File: src/hw/rtl/servo_command_packet_parser_top_defines.svh
// Assertion macros shared by the servo command packet parser RTL.
`ifndef SERVO_COMMAND_PACKET_PARSER_TOP_DEFINES_SVH
`define SERVO_COMMAND_PACKET_PARSER_TOP_DEFINES_SVH
`ifndef SYNTHESIS
// Clocked assertion, disabled while reset is asserted.
`define SCPP_ASSERT(label, clk, rst_n, prop) \
	label: assert property (@(posedge clk) disable iff (!rst_n) prop) \
		else $error("scpp assertion failed");
// Clocked assertion that is also checked during reset.
`define SCPP_ASSERT_ALWAYS(label, clk, prop) \
	label: assert property (@(posedge clk) prop) \
		else $error("scpp assertion failed");
`else
`define SCPP_ASSERT(label, clk, rst_n, prop)
`define SCPP_ASSERT_ALWAYS(label, clk, prop)
`endif
`endif

File: src/hw/rtl/scpp_pkg.sv
// Package: frame constants, pulse limits and shared types of the servo command parser.
`default_nettype none
package scpp_pkg;
	localparam logic [7:0] FRAME_HEADER = 8'hAA;
	localparam logic [7:0] FRAME_TYPE   = 8'h01;
	localparam logic [7:0] FRAME_TAIL   = 8'h55;

	localparam int PULSE_W = 11;
	localparam int CALC_W  = 13;

	localparam logic signed [CALC_W-1:0] PULSE_MID  = 13'sd1500;
	localparam logic signed [CALC_W-1:0] PULSE1_MIN = 13'sd1000;
	localparam logic signed [CALC_W-1:0] PULSE1_MAX = 13'sd1900;
	localparam logic signed [CALC_W-1:0] PULSE2_MIN = 13'sd1000;
	localparam logic signed [CALC_W-1:0] PULSE2_MAX = 13'sd2000;
	localparam logic signed [CALC_W-1:0] PULSE_STEP = 13'sd50;
	localparam logic signed [CALC_W-1:0] COL_LIMIT  = 13'sd8;
	localparam logic signed [CALC_W-1:0] ROW_LIMIT  = 13'sd10;

	// Outcome of the frame tracker for the byte in stage 1.
	typedef struct packed {
		logic       ok;
		logic [7:0] column;
		logic [7:0] row;
	} frame_res_t;
endpackage
`default_nettype wire

File: src/hw/rtl/scpp_frame.sv
// Frame tracker: byte position, captured frame bytes and the end-of-frame check.
`default_nettype none
`include "servo_command_packet_parser_top_defines.svh"
module scpp_frame (
	input  wire logic                 clk,
	input  wire logic                 arst_n,
	input  wire logic                 en,
	input  wire logic [7:0]           rx_byte,
	output scpp_pkg::frame_res_t      res
);
	typedef enum logic [2:0] {
		POS_HDR  = 3'd0,
		POS_TYPE = 3'd1,
		POS_COL  = 3'd2,
		POS_ROW  = 3'd3,
		POS_CHK  = 3'd4,
		POS_TAIL = 3'd5
	} pos_t;

	pos_t       pos_q, pos_d;
	logic [7:0] column_q;
	logic [7:0] row_q;
	logic [7:0] check_q;
	logic [7:0] sum;
	logic       at_tail;

	assign sum = scpp_pkg::FRAME_HEADER + scpp_pkg::FRAME_TYPE + column_q + row_q;

	always_comb begin
		at_tail = 1'b0;
		pos_d   = pos_q;
		unique case (pos_q)
			POS_HDR: begin
				if (rx_byte == scpp_pkg::FRAME_HEADER) pos_d = POS_TYPE;
			end
			POS_TYPE: begin
				if (rx_byte == scpp_pkg::FRAME_TYPE) pos_d = POS_COL;
				else if (rx_byte == scpp_pkg::FRAME_HEADER) pos_d = POS_TYPE;
				else pos_d = POS_HDR;
			end
			POS_COL: pos_d = POS_ROW;
			POS_ROW: pos_d = POS_CHK;
			POS_CHK: pos_d = POS_TAIL;
			default: begin
				// tail byte, and any unused code: close the frame
				at_tail = 1'b1;
				pos_d   = POS_HDR;
			end
		endcase
	end

	assign res.ok     = at_tail && (rx_byte == scpp_pkg::FRAME_TAIL) && (sum == check_q);
	assign res.column = column_q;
	assign res.row    = row_q;

	always_ff @(posedge clk or negedge arst_n) begin
		if (!arst_n) begin
			pos_q    <= POS_HDR;
			column_q <= '0;
			row_q    <= '0;
			check_q  <= '0;
		end else if (en) begin
			pos_q <= pos_d;
			if (pos_q == POS_COL) column_q <= rx_byte;
			if (pos_q == POS_ROW) row_q <= rx_byte;
			if (pos_q == POS_CHK) check_q <= rx_byte;
		end
	end

	`SCPP_ASSERT(a_ok_restarts, clk, arst_n, (en && res.ok) |=> (pos_q == POS_HDR))
	`SCPP_ASSERT(a_hdr_opens, clk, arst_n, (en && pos_q == POS_HDR && rx_byte == scpp_pkg::FRAME_HEADER) |=> (pos_q == POS_TYPE))
	`SCPP_ASSERT_ALWAYS(a_reset_pos, clk, !arst_n |-> (pos_q == POS_HDR))
endmodule
`default_nettype wire

File: src/hw/rtl/scpp_pulse.sv
// Pulse mapper: column and row bytes to the two servo pulse widths.
`default_nettype none
module scpp_pulse (
	input  wire logic [7:0]                    column,
	input  wire logic [7:0]                    row,
	output logic [scpp_pkg::PULSE_W-1:0]       servo1_pulse,
	output logic [scpp_pkg::PULSE_W-1:0]       servo2_pulse
);
	logic signed [scpp_pkg::CALC_W-1:0] col_x, row_x, col_c, row_c;
	logic signed [scpp_pkg::CALC_W-1:0] p1, p2, p1_c, p2_c;

	assign col_x = {{(scpp_pkg::CALC_W-8){column[7]}}, column};
	assign row_x = {{(scpp_pkg::CALC_W-8){row[7]}}, row};

	always_comb begin
		// clamp the offsets before scaling
		if (col_x < -scpp_pkg::COL_LIMIT) col_c = -scpp_pkg::COL_LIMIT;
		else if (col_x > scpp_pkg::COL_LIMIT) col_c = scpp_pkg::COL_LIMIT;
		else col_c = col_x;

		if (row_x < -scpp_pkg::ROW_LIMIT) row_c = -scpp_pkg::ROW_LIMIT;
		else if (row_x > scpp_pkg::ROW_LIMIT) row_c = scpp_pkg::ROW_LIMIT;
		else row_c = row_x;

		p1 = scpp_pkg::PULSE_MID + scpp_pkg::CALC_W'(col_c * scpp_pkg::PULSE_STEP);
		p2 = scpp_pkg::PULSE_MID - scpp_pkg::CALC_W'(row_c * scpp_pkg::PULSE_STEP);

		if (p1 < scpp_pkg::PULSE1_MIN) p1_c = scpp_pkg::PULSE1_MIN;
		else if (p1 > scpp_pkg::PULSE1_MAX) p1_c = scpp_pkg::PULSE1_MAX;
		else p1_c = p1;

		if (p2 < scpp_pkg::PULSE2_MIN) p2_c = scpp_pkg::PULSE2_MIN;
		else if (p2 > scpp_pkg::PULSE2_MAX) p2_c = scpp_pkg::PULSE2_MAX;
		else p2_c = p2;
	end

	assign servo1_pulse = p1_c[scpp_pkg::PULSE_W-1:0];
	assign servo2_pulse = p2_c[scpp_pkg::PULSE_W-1:0];
endmodule
`default_nettype wire

File: src/hw/rtl/servo_command_packet_parser_top.sv
// Top level: servo command frame parser with stream input and output.
//
// Input stream: one received serial byte per beat on s_axis_tdata. The parser
// looks for six-byte frames (header 0xAA, type 0x01, column, row, checksum,
// tail 0x55). A good frame produces one output beat carrying the raw column
// and row bytes and the two servo pulse widths; a bad frame produces nothing.
// A tail byte accepted into the input register is checked there by the frame
// tracker and, once the output register is free, loads the result register,
// which raises m_axis_tvalid (one input register, then the result register).
// Throughput: one byte per cycle, unless a completing tail byte waits for the
// output register; the frame tracker updates between the two registers.
// Reset (arst_n low, asynchronous) drops both registers and returns the tracker
// to header search with cleared frame bytes.
// Stall: while a result waits in the output register, bytes that close no frame
// keep flowing; only a completing tail byte holds in the input register until
// the output register frees, and s_axis_tready drops behind it.
`default_nettype none
`include "servo_command_packet_parser_top_defines.svh"
module servo_command_packet_parser_top (
	input  wire logic        clk,
	input  wire logic        arst_n,
	input  wire logic        s_axis_tvalid,
	output logic             s_axis_tready,
	input  wire logic [7:0]  s_axis_tdata,   // [7:0] rx_byte
	output logic             m_axis_tvalid,
	input  wire logic        m_axis_tready,
	output logic [39:0]      m_axis_tdata    // [7:0] column, [15:8] row,
	                                         // [26:16] servo1_pulse,
	                                         // [37:27] servo2_pulse, [39:38] zero
);
	logic                          valid_s1;
	logic [7:0]                    byte_s1;
	logic                          out_free;
	logic                          adv_s1;
	logic                          produce;
	scpp_pkg::frame_res_t          res;
	logic [scpp_pkg::PULSE_W-1:0]  servo1;
	logic [scpp_pkg::PULSE_W-1:0]  servo2;
	logic [39:0]                   tdata_q;
	logic                          tvalid_q;

	// Advance the stage-1 byte unless it closes a frame and the result slot is busy.
	assign out_free      = !tvalid_q || m_axis_tready;
	assign adv_s1        = valid_s1 && (!res.ok || out_free);
	assign produce       = adv_s1 && res.ok;
	assign s_axis_tready = !valid_s1 || adv_s1;

	scpp_frame u_frame (
		.clk     (clk),
		.arst_n  (arst_n),
		.en      (adv_s1),
		.rx_byte (byte_s1),
		.res     (res)
	);

	scpp_pulse u_pulse (
		.column       (res.column),
		.row          (res.row),
		.servo1_pulse (servo1),
		.servo2_pulse (servo2)
	);

	// Input register: load on every accepted beat.
	always_ff @(posedge clk or negedge arst_n) begin
		if (!arst_n) begin
			valid_s1 <= 1'b0;
		end else if (s_axis_tready) begin
			valid_s1 <= s_axis_tvalid;
		end
	end

	always_ff @(posedge clk) begin
		if (s_axis_tready && s_axis_tvalid) byte_s1 <= s_axis_tdata;
	end

	// Result register: hold until taken, reload on a good frame.
	always_ff @(posedge clk or negedge arst_n) begin
		if (!arst_n) begin
			tvalid_q <= 1'b0;
		end else if (produce) begin
			tvalid_q <= 1'b1;
		end else if (m_axis_tready) begin
			tvalid_q <= 1'b0;
		end
	end

	always_ff @(posedge clk) begin
		if (produce) tdata_q <= {2'b00, servo2, servo1, res.row, res.column};
	end

	assign m_axis_tvalid = tvalid_q;
	assign m_axis_tdata  = tdata_q;

	`SCPP_ASSERT(a_s1_hold, clk, arst_n, (valid_s1 && !adv_s1) |=> (valid_s1 && $stable(byte_s1)))
	`SCPP_ASSERT(a_out_from_s1, clk, arst_n, $rose(tvalid_q) |-> $past(valid_s1))
	`SCPP_ASSERT(a_pulse_range, clk, arst_n, tvalid_q |-> (tdata_q[26:16] >= 11'd1000 && tdata_q[26:16] <= 11'd1900 && tdata_q[37:27] >= 11'd1000 && tdata_q[37:27] <= 11'd2000))
endmodule
`default_nettype wire
File: config.mk
export PLATFORM = sky130hd
export DESIGN_NAME = servo_command_packet_parser_top
export DESIGN_NICKNAME = d
export VERILOG_FILES = /design/src/hw/rtl/scpp_pkg.sv /design/src/hw/rtl/scpp_frame.sv /design/src/hw/rtl/scpp_pulse.sv /design/src/hw/rtl/servo_command_packet_parser_top.sv
export VERILOG_INCLUDE_DIRS = /design/src /design/src/hw/rtl
export SDC_FILE = /design/constraint.sdc
export NUM_CORES = 1
export LEC_CHECK = 0
export ABC_CLOCK_PERIOD_IN_PS = 15990
export CAP_MARGIN = 20
export CORE_UTILIZATION = 55
export DETAILED_ROUTE_END_ITERATION = 10
export DONT_BUFFER_PORTS = 1
export GPL_TIMING_DRIVEN = 0
export HOLD_SLACK_MARGIN = 0.08
export PLACE_DENSITY = 0.7
export SLEW_MARGIN = 10
export SYNTH_ARGS = -nofsm -noshare
export SYNTH_HDL_FRONTEND = slang
export SYNTH_SLANG_ARGS = --single-unit
File: constraint.sdc
create_clock -name clk -period 15.99 [get_ports clk]
set_clock_uncertainty 0.2 [all_clocks]
set_input_delay 2.3985 -clock clk [delete_from_list [all_inputs] [get_ports clk]]
set_output_delay 2.3985 -clock clk [all_outputs]
set_load 0.01 [all_outputs]
Yosys cells after proc, flatten, opt, wreduce, memory -nomap -nowiden
Index checks and enable logic that the tools add are counted.
- register bits after elaboration: 75
- latch bits: 0
- memory bits (writable): 0
- ROM bits: 0
- input bits: 12
- output and inout bits: 42
- logic and storage cells: 68
- memories: 0
- add/subtract/negate cells: 4
- multiply operators: 2
- div/mod/pow operators: 0
- $lt $le $gt $ge: 8
- equal/unequal tests: 9
- shift-type cells: 0
- mux-type cells: 13
- bitwise operators: 0
- reductions and logical operators: 20
- operators by type and width (operator ; count):
    $mux 13 ; 4
    $gt 13x12->1 const B ; 2
    $lt 13x11->1 const B ; 2
    $mul 13x6->12 const B ; 2
    $mux 11 ; 2
    $gt 8x5->1 const B ; 2
    $pmux 3 s5 ; 1
    $add 12x13->13 const A ; 1
    $sub 12x13->13 const A ; 1
    $add 8x8->8 ; 1
    $add 8x8->8 const A ; 1
    $eq 8x1->1 const B ; 1
    $eq 8x7->1 const B ; 1
    $eq 8x8->1 ; 1
    $eq 8x8->1 const B ; 1
    $lt 8x4->1 const B ; 1
    $lt 8x5->1 const B ; 1
    $reduce_and 2->1 ; 4
    $eq 3x2->1 const B ; 2
    $mux 3 ; 2
    $logic_and 1x1->1 ; 5
    $reduce_or 5->1 ; 1
    $mux 1 ; 4
    $reduce_or 2->1 ; 2
    other kinds (7) ; 11

Depth between registers and ports, before layout
Gate-level depths: netlist (run 1).
- depth in word-level cells: 10
- gate-level depth with buffers: 20
- mapped depth without buffers: 19

Hierarchy
From an unflattened synthesis (run 1), not the netlist that was laid out.
- cell total of the unflattened synthesis: 539
- area, all modules: 5695.5 µm²
- modules (own cells, without submodules) (module ; instances ; cells each ; area an instance (µm²) ; sequential area each (µm²)):
    scpp_pulse ; 1 ; 342 ; 2622.5 ; 0.0
    scpp_frame ; 1 ; 138 ; 1566.5 ; 675.6
    servo_command_packet_parser_top ; 1 ; 59 ; 1506.4 ; 1431.4

Worst setup path after synthesis (run 1)
OpenSTA, ideal clock, no wires.
- path type: input port to output port
- start point: input m_axis_tready
- end point: output s_axis_tready
- data arrival time: 2761 ps
- required time: 13392 ps
- slack: 10631 ps
- stages: 3
- path buffers: 0
- path through: nand2b_1 > nor2_4 > inv_1
- cells in the longest elaborated chain, start to end: 4
- RTL lines (element ; line ; source):
    from (decl) ; servo_command_packet_parser_top.sv:26 ; input wire logic m_axis_tready,
    $logic_or 1x1->1 ; servo_command_packet_parser_top.sv:43 ; assign out_free = !tvalid_q || m_axis_tready;
    $logic_or 1x1->1 ; servo_command_packet_parser_top.sv:44 ; assign adv_s1 = valid_s1 && (!res.ok || out_free);
    $logic_and 1x1->1 ; servo_command_packet_parser_top.sv:44 ;
    $logic_or 1x1->1 ; servo_command_packet_parser_top.sv:46 ; assign s_axis_tready = !valid_s1 || adv_s1;
    to (decl) ; servo_command_packet_parser_top.sv:23 ; output logic s_axis_tready,
No other way between the ends.

Worst setup path in the final report (run 1)
- start point: register u_frame.row_q[1]
- end point: output s_axis_tready
- cells in the longest elaborated chain, start to end: 7
- RTL lines (element ; line ; source):
    from (decl) ; scpp_frame.sv:22 ; logic [7:0] row_q;
    from (signal assigned) ; scpp_frame.sv:65 ; if (pos_q == POS_ROW) row_q <= rx_byte;
    $add 8x8->8 ; scpp_frame.sv:27 ; assign sum = scpp_pkg::FRAME_HEADER + scpp_pkg::FRAME_TYPE + column_q + row_q;
    $eq 8x8->1 ; scpp_frame.sv:52 ; assign res.ok = at_tail && (rx_byte == scpp_pkg::FRAME_TAIL) && (sum == check_q);
    $logic_and 1x1->1 ; scpp_frame.sv:52 ;
    $logic_not 1->1 ; servo_command_packet_parser_top.sv:44 ;
    $logic_or 1x1->1 ; servo_command_packet_parser_top.sv:44 ;
    $logic_and 1x1->1 ; servo_command_packet_parser_top.sv:44 ;
    $logic_or 1x1->1 ; servo_command_packet_parser_top.sv:46 ;
No other way between the ends.

==> flow_summary.rst, run 1 <==
.. list-table::
   :header-rows: 1

   * - Metric
     - Value
   * - Worst r2r dst
     - m_axis_tdata[17]
   * - Top cells by area in the synthesized netlist
     - sky130_fd_sc_hd__edfxtp_1 (24%), sky130_fd_sc_hd__ha_1 (14%), sky130_fd_sc_hd__dfrtp_1 (13%), sky130_fd_sc_hd__xnor2_1 (5.7%), sky130_fd_sc_hd__fa_1 (4.4%)
   * - Distinct cell type count of the synthesized netlist
     - 67
   * - Worst rel slew slack
     - 40.8%
   * - Summed negative setup slack over all endpoints
     - 0 ps
   * - Instance count of the mapped netlist
     - 530
   * - Root buffer cell
     - sky130_fd_sc_hd__clkbuf_8
   * - Number of global-route vias before repair
     - 3,773
   * - Area of the die
     - 10,400 µm²
   * - Crit path arrival time
     - 3150 ps
   * - Initial standard-cell utilization of the core
     - 56.4%
   * - Placement Rows
     - 36
   * - Upper clock frequency limit
     - 0.174 GHz
   * - Top cell types by occurrence after synthesis
     - sky130_fd_sc_hd__ha_1 (62), sky130_fd_sc_hd__inv_1 (54), sky130_fd_sc_hd__edfxtp_1 (44), sky130_fd_sc_hd__nand2_1 (40), sky130_fd_sc_hd__xnor2_1 (36)
   * - PostCTS Resize Cnt
     - 0
   * - Number of design rule violations left after detail routing
     - 0
   * - Number of cells traversed by the worst register-to-register path
     - 19
   * - Vias after detailed routing
     - 3,789
   * - Die width
     - 102 µm
   * - First-pass GRT wire length
     - 17.4 mm
   * - Crit path kind
     - reg2out
   * - Cell with the most instances after synthesis
     - sky130_fd_sc_hd__ha_1
   * - All-Layer GR Usage
     - 21.7%
   * - Reg2Reg Launch Point
     - u_frame.column_q[7]
   * - Setup fix buffers added after clock tree synthesis
     - 0
   * - Library cell appearing most often on the critical path
     - sky130_fd_sc_hd__inv_1
   * - Critical path launch point type
     - flop
   * - Top Family by Delay on Critical Path
     - simple AND/OR/NAND/NOR gates
   * - Minimum clock period after layout
     - 5740 ps
   * - Kind of capture point of the worst setup path
     - output pin
   * - H-Tree Depth
     - 3
   * - Final slew viol count
     - 0
   * - Required @ worst endpoint
     - 13,390 ps
   * - Inserted Diodes
     - 0
   * - Terminating pin of the worst hold path
     - m_axis_tdata[11]
   * - Layout cell share with drive strength beyond 1
     - 10.0%
   * - RSZ-0062 raised after global routing
     - no
   * - Sinks on the clock net
     - 73
   * - Average wire per cell in the routed design
     - 14.8 µm
   * - Number of synthesized register bits
     - 73
   * - Clock-pin slew on the worst setup and hold paths
     - 80 ps
   * - Post-synthesis instance area
     - 5490 µm²
   * - 1st-iter DRT viols
     - 108
   * - Cell taking the most area after synthesis
     - sky130_fd_sc_hd__edfxtp_1
   * - Total of max-cap violations
     - 0
   * - Post-Route WL
     - 10.1 mm
   * - Largest fanout of any net on the critical path
     - 6
   * - Layout-stage area growth over the synthesis result
     - 6.82%
   * - Top-level I/O count
     - 54
   * - Transition time of the tightest slew-check pin
     - 876 ps
   * - Half-perimeter wire length after detailed placement
     - 7.98 mm
   * - # hold bufs at CTS
     - 0
   * - Count of flip-flops with a built-in enable after synthesis
     - 44
   * - Hold Crit Start
     - u_frame.row_q[3]
   * - Depth of the worst hold-timing path
     - 0
   * - Run status
     - finished clean
   * - Final setup violating endpoints
     - 0
   * - NumNets Final
     - 631
   * - Share of the yosys chip area belonging to registers
     - 37.3%
   * - Gr ovfl total
     - 0
   * - Clock latency on the worst-skew pair
     - 350 ps
   * - Final Hold Fails
     - 0
   * - Clock Path Buffers
     - 2
   * - TritonCTS clock tree
     - yes
   * - Count of buffers inserted at the top-level ports
     - 0
   * - Slowest cell on the critical path
     - sky130_fd_sc_hd__fa_1
   * - Total CTS buffers
     - 9
   * - Portion of synthesized cell area occupied by the leading cell type
     - 24.1%
   * - Final period utilization
     - 35.9%
   * - Critical Path, Cell by Cell
     - inv_1, ha_1, inv_1, ha_1, inv_1, fa_1, xor2_1, nand3_1, nor3_2, nand3_1, or3_4, nor2_4, inv_1
   * - Number of antenna violations at the first check in global routing
     - 0
   * - R2R Setup Slk
     - 10,340 ps
   * - Drt pass-1 iters
     - 4
   * - Dominant synthesized flop cell
     - sky130_fd_sc_hd__edfxtp_1
   * - Buffers and inverters on the worst path
     - 4
   * - Maximum number of pins on one net before global-route repair
     - 35
   * - Worst Hold Class
     - reg2reg
   * - Placeable Area
     - 9730 µm²
   * - Mean Syn Cell Area
     - 10.3 µm²
   * - Height of the die
     - 102 µm
   * - Stage delay of the slowest cell on the critical path
     - 490 ps
   * - Number of nets still failing antenna checks after routing
     - 0
   * - Final GP Congestion
     - 0.806
   * - Fraction of registers with async set/reset
     - 39.7%
   * - Yosys synthesis warning count
     - 0
   * - Via count normalized by instance count
     - 5.55
## per-layer routing
layer	GRT usage [%]	up-vias	routed length [µm]
met3	5.06	14	364
met1	27.7	1789	4660
met5	0	-	0
li1	-	1899	-
met4	6.04	0	199
met2	36.9	87	4920
## kinds of logic (layout without fill, tap and decap cells)
group / after synthesis / count (layout) / synth area share, %
simple gates: 142 / 142 / 14.8
compound gates: 93 / 93 / 11.2
buf+inv: 76 / 93 / 5.54
fa+ha+maj: 74 / 74 / 18.5
flops: 73 / 73 / 37.3
xor+xnor: 49 / 49 / 7.82
mux: 22 / 22 / 4.68
other cells: 1 / 4 / 0.0684
## worst register-to-register path: stages, from the launching register on
cell and delay (ps):
sky130_fd_sc_hd__dfrtp_1 400, sky130_fd_sc_hd__clkbuf_1 370, sky130_fd_sc_hd__nand4_1 220, sky130_fd_sc_hd__mux2i_4 310, sky130_fd_sc_hd__nand2_1 160, sky130_fd_sc_hd__ha_1 380
sky130_fd_sc_hd__inv_1 90, sky130_fd_sc_hd__fa_1 510, sky130_fd_sc_hd__inv_1 40, sky130_fd_sc_hd__ha_1 280, sky130_fd_sc_hd__ha_1 230, sky130_fd_sc_hd__fa_1 550
sky130_fd_sc_hd__nor2_1 200, sky130_fd_sc_hd__a21boi_0 260, sky130_fd_sc_hd__xnor2_1 210, sky130_fd_sc_hd__or3b_1 380, sky130_fd_sc_hd__o41ai_1 80, sky130_fd_sc_hd__a31oi_1 160
sky130_fd_sc_hd__and3_4 230, sky130_fd_sc_hd__and2_1 150
## area by class of cell
cell class	count	area, µm²
well taps	133	166
inverters	54	203
repair buffers	1	20.0
multi-input cells	384	3150
plain buffers	22	101
flip-flops and latches	73	2050
fillers	841	3870
clock inverters	7	45.0
clock buffers	9	124
## placed cells by master (no fill, tap or decap), types with 3 or more instances in the layout
cell,instances
sky130_fd_sc_hd__a31oi_1,7
sky130_fd_sc_hd__conb_1,4
sky130_fd_sc_hd__a21o_1,13
sky130_fd_sc_hd__and3_1,3
sky130_fd_sc_hd__clkbuf_8,9
sky130_fd_sc_hd__nand2b_1,13
sky130_fd_sc_hd__and2_1,5
sky130_fd_sc_hd__buf_4,4
sky130_fd_sc_hd__mux2_2,19
sky130_fd_sc_hd__and4b_1,4
sky130_fd_sc_hd__nand4_1,4
sky130_fd_sc_hd__or2_2,3
sky130_fd_sc_hd__xnor2_1,36
sky130_fd_sc_hd__xor2_1,13
sky130_fd_sc_hd__fa_1,12
sky130_fd_sc_hd__nor2_1,21
sky130_fd_sc_hd__buf_2,3
sky130_fd_sc_hd__nor3_1,6
sky130_fd_sc_hd__o211ai_1,5
sky130_fd_sc_hd__o21a_1,3
sky130_fd_sc_hd__nand3_1,8
sky130_fd_sc_hd__inv_1,54
sky130_fd_sc_hd__a21oi_1,17
sky130_fd_sc_hd__a211o_1,4
sky130_fd_sc_hd__nor2b_1,8
sky130_fd_sc_hd__nand2_1,40
sky130_fd_sc_hd__o21ai_0,23
sky130_fd_sc_hd__ha_1,62
sky130_fd_sc_hd__dfrtp_1,29
sky130_fd_sc_hd__edfxtp_1,44
sky130_fd_sc_hd__clkbuf_1,15
## worst max-delay path by stage
stage | cells after the start | from | endpoint
finish | 13 | u_frame.row_q[1] | s_axis_tready
global route | 19 | u_frame.column_q[7] | m_axis_tdata[17]
CTS | 13 | u_frame.row_q[1] | s_axis_tready
detailed placement | 19 | u_frame.column_q[7] | m_axis_tdata[17]
global placement | 2 | m_axis_tready | m_axis_tdata[36]
floorplan | 3 | m_axis_tready | s_axis_tready
## metrics by stage
| step | setup WS (ps) | utilization [%] | instances | hold slack (ps) | area [µm²] |
|---|---|---|---|---|---|
| floorplan | 10630 | - | 533 | 220 | 5500 |
| global placement | 10400 | 58.2 | 666 | 232 | 5660 |
| detailed placement | 10320 | 58.5 | 667 | 240 | 5690 |
| CTS | 10210 | 60.2 | 683 | 248 | 5860 |
| global route | 9990 | 60.2 | 683 | 265 | 5860 |
| finish | 10250 | 60.2 | 683 | 245 | 5860 |
## sequential cells by signal, indices dropped and copies added, names as in the netlist
register          count
m_axis_tdata         36
byte_s1               8
u_frame.check_q       8
u_frame.column_q      8
u_frame.row_q         8
u_frame.pos_q         3
m_axis_tvalid         1
valid_s1              1
Power of run 1 is left out: the tool's default activity adds up to more than one toggle a clock period on the data nets, which glitch-free logic cannot reach.
==> run 2: changes to the inputs <==
--- a/config.mk
+++ b/config.mk
@@ -6,7 +6,7 @@
 export SDC_FILE = /design/constraint.sdc
 export NUM_CORES = 1
 export LEC_CHECK = 0
-export ABC_CLOCK_PERIOD_IN_PS = 15990
+export ABC_CLOCK_PERIOD_IN_PS = 5300
 export CAP_MARGIN = 20
 export CORE_UTILIZATION = 55
 export DETAILED_ROUTE_END_ITERATION = 10
==> constraint.sdc (replaced) <==
create_clock -name clk -period 5.3 [get_ports clk]
set_clock_uncertainty 0.2 [all_clocks]
set_input_delay 0.795 -clock clk [delete_from_list [all_inputs] [get_ports clk]]
set_output_delay 0.795 -clock clk [all_outputs]
set_load 0.01 [all_outputs]
==> run 2 against run 1 <==
Critical path depth rose by 5. First-iteration DRC count is 68% higher. Core utilization grew 3.5 points. Sequential share of layout area shrank 1.9 points. Wire length up 6.6%. Via count grew 2.8%.
==> flow_summary.rst, run 2 (synthesis gave the netlist of run 1 again) <==
.. list-table::
   :header-rows: 1

   * - Metric
     - Value
   * - Area of the die
     - 10,400 µm² (unchanged)
   * - Final GP Congestion
     - 0.806 (unchanged)
   * - Clock latency on the worst-skew pair
     - 350 ps (about the same)
   * - Critical path launch point type
     - flop (unchanged)
   * - Gr ovfl total
     - 0 (unchanged)
   * - Count of buffers inserted at the top-level ports
     - 0 (unchanged)
   * - H-Tree Depth
     - 3 (unchanged)
   * - Layout-stage area growth over the synthesis result
     - 13.1% (was 6.82%)
   * - Worst rel slew slack
     - 41.3% (was 40.8%)
   * - Inserted Diodes
     - 0 (unchanged)
   * - TritonCTS clock tree
     - yes (unchanged)
   * - Number of global-route vias before repair
     - 3,814 (was 3,773)
   * - Largest fanout of any net on the critical path
     - 6 (unchanged)
   * - Final setup violating endpoints
     - 0 (unchanged)
   * - Minimum clock period after layout
     - 5110 ps
   * - Placeable Area
     - 9730 µm² (unchanged)
   * - Initial standard-cell utilization of the core
     - 56.4% (unchanged)
   * - Drt pass-1 iters
     - 4 (unchanged)
   * - Most used cells in the layout excluding fill and tap cells
     - sky130_fd_sc_hd__ha_1 (59), sky130_fd_sc_hd__inv_1 (54), sky130_fd_sc_hd__edfxtp_1 (44), sky130_fd_sc_hd__nand2_1 (37), sky130_fd_sc_hd__xnor2_1 (31) (was sky130_fd_sc_hd__ha_1 (62), sky130_fd_sc_hd__inv_1 (54), sky130_fd_sc_hd__edfxtp_1 (44), sky130_fd_sc_hd__nand2_1 (40), sky130_fd_sc_hd__xnor2_1 (36))
   * - Post-Route WL
     - 10.8 mm (was 10.1 mm)
   * - Run status
     - finished clean (unchanged)
   * - Sinks on the clock net
     - 73 (unchanged)
   * - Root buffer cell
     - sky130_fd_sc_hd__clkbuf_8 (unchanged)
   * - Most frequent standard cell in the layout excluding fill and tap cells
     - sky130_fd_sc_hd__ha_1 (unchanged)
   * - Clock-pin slew on the worst setup and hold paths
     - 80 ps (about the same)
   * - Number of cells traversed by the worst register-to-register path
     - 18 (was 19)
   * - Worst Hold Class
     - reg2reg (unchanged)
   * - Via count normalized by instance count
     - 5.54 (was 5.55)
   * - All-Layer GR Usage
     - 22.1% (was 21.7%)
   * - Required @ worst endpoint
     - 5210 ps (was 13,390 ps)
   * - Final non-filler cell total
     - 703 (was 683)
   * - Final slew viol count
     - 0 (unchanged)
   * - Die width
     - 102 µm (unchanged)
   * - Total CTS buffers
     - 9 (unchanged)
   * - Flip-flop count of the largest register after layout
     - 36 (unchanged)
   * - NumNets Final
     - 651 (was 631)
   * - # fillers
     - 796 (was 841)
   * - Clock Path Buffers
     - 2 (unchanged)
   * - Average wire per cell in the routed design
     - 15.4 µm (was 14.8 µm)
   * - Crit path kind
     - reg2reg (was reg2out)
   * - Summed negative setup slack over all endpoints
     - 0 ps (unchanged)
   * - Top-level I/O count
     - 54 (unchanged)
   * - Depth of the worst hold-timing path
     - 0 (unchanged)
   * - Utilization after layout
     - 63.8% (was 60.2%)
   * - Vias after detailed routing
     - 3,896 (was 3,789)
   * - Kind of capture point of the worst setup path
     - flop (was output pin)
   * - Number of antenna violations at the first check in global routing
     - 0 (unchanged)
   * - Layout cell share with drive strength beyond 1
     - 18.4% (was 10.0%)
   * - 1st-iter DRT viols
     - 181 (was 108)
   * - Number of nets still failing antenna checks after routing
     - 0 (unchanged)
   * - First-pass GRT wire length
     - 17.7 mm (was 17.4 mm)
   * - Upper clock frequency limit
     - 0.196 GHz
   * - Crit path arrival time
     - 5030 ps (was 3150 ps)
   * - Height of the die
     - 102 µm (unchanged)
   * - Half-perimeter wire length after detailed placement
     - 7.98 mm (unchanged)
   * - Placement Rows
     - 36 (unchanged)
   * - Placed Cells incl. Taps
     - 667 (unchanged)
   * - Number of design rule violations left after detail routing
     - 0 (unchanged)
   * - Final period utilization
     - 96.5%
   * - Transition time of the tightest slew-check pin
     - 869 ps (was 876 ps)
   * - Final Hold Fails
     - 0 (unchanged)
   * - Worst slack on hold paths
     - 246 ps (was 245 ps)
   * - Total of max-cap violations
     - 0 (unchanged)
   * - Maximum number of pins on one net before global-route repair
     - 35 (unchanged)
run 2: cell count changes in the layout (fill, tap and decap cells not counted), moves of 3 or more:
cell,before,now
sky130_fd_sc_hd__a21oi_2,1,5
sky130_fd_sc_hd__ha_4,0,3
sky130_fd_sc_hd__a21oi_1,17,12
sky130_fd_sc_hd__nand2_1,40,37
sky130_fd_sc_hd__nand2_2,0,3
sky130_fd_sc_hd__xnor2_2,0,5
sky130_fd_sc_hd__ha_1,62,59
sky130_fd_sc_hd__buf_4,4,22
sky130_fd_sc_hd__xnor2_1,36,31
run 2: final cells by class:
type	instances	area, µm²	area share [%]
clock buffers	9	124	2.00
flip-flops and latches	73	2050	33.0
inverters	54	203	3.27
well taps	133	166	2.68
repair buffers	21	185	2.99
multi-input cells	384	3330	53.6
plain buffers	22	105	1.69
clock inverters	7	45.0	0.726
run 2: worst max-delay path, cell delays in order (launching register included):
cell and delay, ps:
sky130_fd_sc_hd__dfrtp_1 410, sky130_fd_sc_hd__or4_4 540, sky130_fd_sc_hd__mux2i_4 240, sky130_fd_sc_hd__nand2_2 130, sky130_fd_sc_hd__ha_4 290, sky130_fd_sc_hd__inv_1 50
sky130_fd_sc_hd__fa_1 510, sky130_fd_sc_hd__inv_1 80, sky130_fd_sc_hd__ha_4 250, sky130_fd_sc_hd__ha_4 160, sky130_fd_sc_hd__fa_2 490, sky130_fd_sc_hd__buf_4 170
sky130_fd_sc_hd__nand3b_1 150, sky130_fd_sc_hd__mux2i_1 180, sky130_fd_sc_hd__nor2_1 120, sky130_fd_sc_hd__o41ai_2 370, sky130_fd_sc_hd__a31oi_1 150, sky130_fd_sc_hd__and3_4 230
sky130_fd_sc_hd__and2_1 150
run 2: routing by layer:
layer  global-route usage (%)  share of wire, %
met1                     28.2                43
met2                     38.4                51
met3                     5.06               3.9
met4                     4.95               2.2
met5                        0                 0
run 2: repair_timing:
action / 4_1_cts / 5_1_grt
resized for setup: 10 / 27
endpoints found under the hold margin: 29 / 0
cloned: 0 / 0
setup buffers: 8 / 10
setup endpoints to repair: 12 / 17
hold buffers: 2 / 0
pin swaps: 1 / 11
run 2: path summary, 6_finish.rpt:
check / from / to / slack (ps)
setup / recovery: u_frame.column_q[7] / m_axis_tdata[17] / 190
max in group asynchronous: arst_n / u_frame.row_q[2] / 4030
hold / removal: u_frame.row_q[3] / m_axis_tdata[11] / 250
hold reg to reg: u_frame.row_q[3] / m_axis_tdata[11] / 250
setup reg to reg: u_frame.column_q[7] / m_axis_tdata[17] / 190
min in group asynchronous: arst_n / u_frame.pos_q[1] / 690
run 2: stage by stage:
step | area [µm²] | setup slack [ps]
5_1_grt | 6200 | -16.1
6_report | 6200 | 185
3_3_place_gp | 5660 | -212
3_5_place_dp | 5690 | -365
2_1_floorplan | 5500 | 207
4_1_cts | 5990 | 13.7
Power of run 2 is left out for the same reason.
